--- config.mk ---
export PLATFORM = sky130hd
export DESIGN_NAME = pklph_ram
export DESIGN_NICKNAME = d
export VERILOG_FILES = /design/src/rtl/core/pklph_ram.sv
export SDC_FILE = /design/constraint.sdc
export NUM_CORES = 1
export LEC_CHECK = 0
export BUFFER_PORTS_ARGS = -buffer_cell sky130_fd_sc_hd__buf_2
export CAP_MARGIN = 20
export CORE_AREA = 10 10 87 165
export CTS_BUF_LIST = sky130_fd_sc_hd__clkbuf_4
export DETAILED_ROUTE_END_ITERATION = 16
export DIE_AREA = 0 0 97 175
export PLACE_DENSITY = 0.6
export SLEW_MARGIN = 20
export SYNTH_ARGS = -nofsm -noshare
export SYNTH_HDL_FRONTEND = slang
export SYNTH_SLANG_ARGS = --single-unit
--- constraint.sdc ---
create_clock -name clock -period 2.85 [get_ports clock]
set_clock_uncertainty 0.05 [all_clocks]
set_input_delay 0.285 -clock clock [delete_from_list [all_inputs] [get_ports clock]]
set_output_delay 0.285 -clock clock [all_outputs]
set_load 0.02 [all_outputs]
--- src/rtl/core/pklph_ram.sv ---
`timescale 1ns / 1ps

module pklph_ram #(
   parameter int WIDTH = 8,
   parameter int DEPTH = 16
) (
   input  logic                     clock,
   input  logic                     we,
   input  logic [$clog2(DEPTH)-1:0] waddr,
   input  logic [WIDTH-1:0]         wdata,
   input  logic [$clog2(DEPTH)-1:0] raddr,
   output logic [WIDTH-1:0]         rdata
);

   logic [WIDTH-1:0] mem [DEPTH];
   logic [WIDTH-1:0] rdata_ff;

   // read returns old data on a same-address write
   always_ff @(posedge clock) begin
      if (we) begin
         mem[waddr] <= wdata;
      end
      rdata_ff <= mem[raddr];
   end

   assign rdata = rdata_ff;

endmodule

[After elaboration in Yosys (flattened, before gate mapping)]
Memories as Yosys holds them, arrays and structs flattened. A register that Yosys moved wholly into a read port is not among the register bits.
Cells that the tools add are included.
Storage, ports and cells
  bits in registers: 0
  memory bits (writable): 128
  bits of input ports: 18
  output and inout port bits: 8
  logic and storage cells: 3
  memories: 1
Cells by class
  multiplexer cells: 2
Memory list
  mem: depth 16, width 8, rd ports 1, clocked after memory_dff 1, wr ports 1, RTL line 15  | logic [WIDTH-1:0] mem [DEPTH];
Operators with widths (number)
  1-bit two-way mux: 2

[Logic depth before layout (Yosys ltp)]
  word-level depth: 2
  depth in mapped cells: 5
  gate-level depth less buffers: 3

[Worst setup path after synthesis]
No wires, ideal clock.
  path type: input to register
  start: in waddr[2]
  end: mem mem[0][0], enable pin
  library setup time: 0.383 ns
  arrival: 1.395 ns
  data required time: 2.417 ns
  slack: 1.022 ns
  stages on the path: 2
  buffers on the path: 0
  cell sequence: or3b_2 -> nor3_1
RTL lines
  from (decl): RTL line 9  | input logic [$clog2(DEPTH)-1:0] waddr,
  to (decl): RTL line 15
Straight into the memory's write port.

==> load_flow_metrics.sql <==
INSERT INTO impl_metrics (metric_group, metric, value, unit) VALUES
('run_status', 'outcome', 'finished clean', ''),
('route', 'drtPass1Iterations', '4', ''),
('logic_synthesis', 'synth_seq_cells', '136', ''),
('power', 'standby_leakage_power', '1.92', 'nW'),
('setup_path', 'critPathKind', 'in -> reg', ''),
('route', 'finalWirelength', '9.66', 'mm'),
('clock_tree', 'ctsHoldBuffers', '0', ''),
('power', 'p_int', '2.93', 'mW'),
('route', 'remaining_drc_errors', '0', ''),
('power', 'power_frac_clock', '34.8', '%'),
('clock_tree', 'cts_max_level', '4', ''),
('clock_tree', 'clock_sinks', '136', ''),
('sta', 'tightest_slew', '865', 'ps'),
('power', 'power_switching', '0.835', 'mW'),
('clock_tree', 'cts_root_buf', 'clkbuf_4', ''),
('die', 'dieHeight', '175', 'um'),
('global_routing', 'antenna_found_initial', '1', ''),
('route', 'routed_wire_length_per_instance', '22.1', 'um'),
('clock_tree', 'cts_made_buffers', '17', ''),
('logic_synthesis', 'netlist_area', '5150', 'um^2'),
('sta', 'hold_fails_final_rpt', '0', ''),
('sta', 'rsz0062_at_grt', 'false', ''),
('global_routing', 'first_global_vias', '2536', ''),
('setup_path', 'crit_chain', 'buf_2, buf_4, mux4_1, a22oi_1, nand2_1', ''),
('logic_synthesis', 'synth_compound_area_share', '2.33', '%'),
('hold_path', 'hp-class', 'in -> reg', ''),
('clock_tree', 'clock_tree_from_tritoncts', 'done', ''),
('global_routing', 'grt_overflow_total', '0', ''),
('route', 'total_via_count_after_detailed_routing', '2325', ''),
('power', 'share_of_power_burned_in_registers', '59.6', '%'),
('power', 'power_density', '650', 'nW/um^2'),
('clock_tree', 'postCtsSetupBuffers', '0', ''),
('logic_synthesis', 'syn_area_per_cell', '22.5', 'um^2'),
('cells_and_area', 'design.final.nets', '296', ''),
('logic_synthesis', 'synth_fa_ha_area_share', '0', '%'),
('power', 'share_of_total_power_consumed_by_net_switching', '22.2', '%'),
('route', 'routed_via_density', '5.32', ''),
('sta', 'fin_crit_sh', '56.3', '%'),
('sta', 'timing.final.max_slew_violations', '0', ''),
('logic_synthesis', 'simple_gate_share_of_the_synthesized_area', '3.18', '%'),
('logic_synthesis', 'yosys_warnings', '0', ''),
('cells_and_area', 'post-route-cell-area', '5790', 'um^2'),
('die', 'io-pin-count', '26', ''),
('placement', 'place_area', '5480', 'um^2'),
('flow_run', 'max_cap_violations', '0', ''),
('setup_path', 'worstPathRequired', '3210', 'ps'),
('clock_tree', 'clock_latency_on_the_worst_skew_pair', '510', 'ps'),
('cells_and_area', 'area_growth_syn_to_layout', '12.4', '%'),
('placement', 'detailedPlace.worstSlack', '631', 'ps'),
('logic_synthesis', 'synth.mux.area_fraction', '15.0', '%'),
('sta', 'timing.fmax', '623', 'MHz'),
('die', 'core_area', '11700', 'um^2'),
('setup_path', 'worstPathMaxFanout', '22', ''),
('logic_synthesis', 'seq_area_frac_synth', '77.8', '%'),
('power', 'fin_total_pwr', '3.76', 'mW'),
('placement', 'dp.cells', '404', ''),
('route', 'initialDrtViolationCount', '224', ''),
('sta', 'report.final.setup_viol', '0', ''),
('die', 'floorplan.die_area', '17000', 'um^2'),
('die', 'rows', '56', ''),
('clock_tree', 'post_cts_resized', '0', ''),
('power', 'irDropWorstVdd', '0.385', 'mV'),
('global_routing', 'grt_usage', '11.7', '%'),
('setup_path', 'crit_slowest_cell', 'mux4_1', ''),
('logic_synthesis', 'synthesis.instances', '229', ''),
('global_routing', 'grt_max_degree', '33', ''),
('logic_synthesis', 'synth_fp_nets', '247', ''),
('logic_synthesis', 'main_combinational_cell_family_by_area_after_synthesis', 'multiplexers', ''),
('sta', 'slew_headroom', '42.1', '%'),
('global_routing', 'global_route_wire_length_before_repair', '14.8', 'mm'),
('die', 'initial_utilization', '44.0', '%');
[layer usage]
metal  wire (um)  global-route usage [%]  share of wire [%]  up-vias
met1        3590                    11.3                 37     1195
met2        5610                    22.2                 58       45
met5           0                       0                  0        -
met3         331                    3.91                3.4        9
met4         136                    4.45                1.4        0
li1            -                       -                  -     1076
[kinds of logic after synthesis]
logic type	Yosys count
AOI/OAI and AO/OA	16
muxes	32
DFF	136
and+or+nand+nor	35
buffers and inverters	10
[cell usage in the layout, fill, tap and decap left out, types with 2 or more instances in the layout]
cell,count
edfxtp_1,128
buf_2,25
mux4_2,18
clkbuf_4,17
a22oi_1,16
buf_4,15
mux4_1,14
nor2_1,13
nand2_1,9
dfxtp_1,8
nor3_1,4
clkinvlp_4,4
bufinv_16,3
inv_6,3
nand3b_1,2
nand2b_1,2
clkinv_1,2
clkinv_4,2
[power by group through the flow]
| stage | Clock (mW) | Combinational [mW] | Sequential (mW) |
|---|---|---|---|
| final | 1.31 | 0.211 | 2.24 |
| after global routing | 1.43 | 0.233 | 2.25 |
| after CTS | 1.35 | 0.218 | 2.24 |
| after detailed placement | 0 | 0.218 | 2.29 |
| after global placement | 0 | 0.211 | 2.29 |
| after floorplan | 0 | 0.114 | 2.30 |
[registers in the layout, summed over array words and instances, names as in the netlist]
signal,count
mem,128
rdata,8
[critical path: cells and delay by family]
family	cells	cell delay [ps]
AOI/OAI and AO/OA	1	200
muxes	1	560
buffers and inverters	2	820
and+or+nand+nor	1	80
[worst paths after layout]
kind	start	endpoint	slack, ps	cells past startpoint
setup / recovery	raddr[0]	rdata[3]	1240	5
hold / removal	wdata[1]	mem[6][1]	90	1
setup reg to reg	mem[3][4]	rdata[4]	1450	3
hold reg to reg	mem[14][1]	rdata[1]	620	3
[synth_stat cells]
library cell	instances	area, um^2
edfxtp_1	128	3840
clkdlybuf4s25_2	3	30.0
and2b_1	1	7.51
nand3b_1	2	15.0
buf_2	3	15.0
nor3_1	4	20.0
or3b_2	1	8.76
buf_4	1	7.51
nand2b_1	2	12.5
nor2b_1	1	6.26
a22oi_1	16	120
and2_1	1	6.26
buf_6	3	33.8
mux4_1	14	368
nand2_1	9	33.8
mux4_2	18	405
dfxtp_1	8	160
nor2_1	13	48.8
nand3_1	1	5.00
[layout make-up]
type	instances	area, um^2
Clock inverter	15	176
Fill cell	954	5910
Sequential cell	136	4000
Tap cell	145	181
Antenna cell	1	2.50
Clock buffer	17	128
Multi-Input combinational cell	83	1060
Timing Repair Buffer	40	238
[through the flow]
step	hold WS [ps]	util (%)
4_1_cts	49.7	49.4
5_1_grt	35.6	49.5
3_5_place_dp	612	46.8
3_3_place_gp	599	46.8
6_report	88.8	49.5
2_1_floorplan	334	-
(Power assumes the default switching activity.)
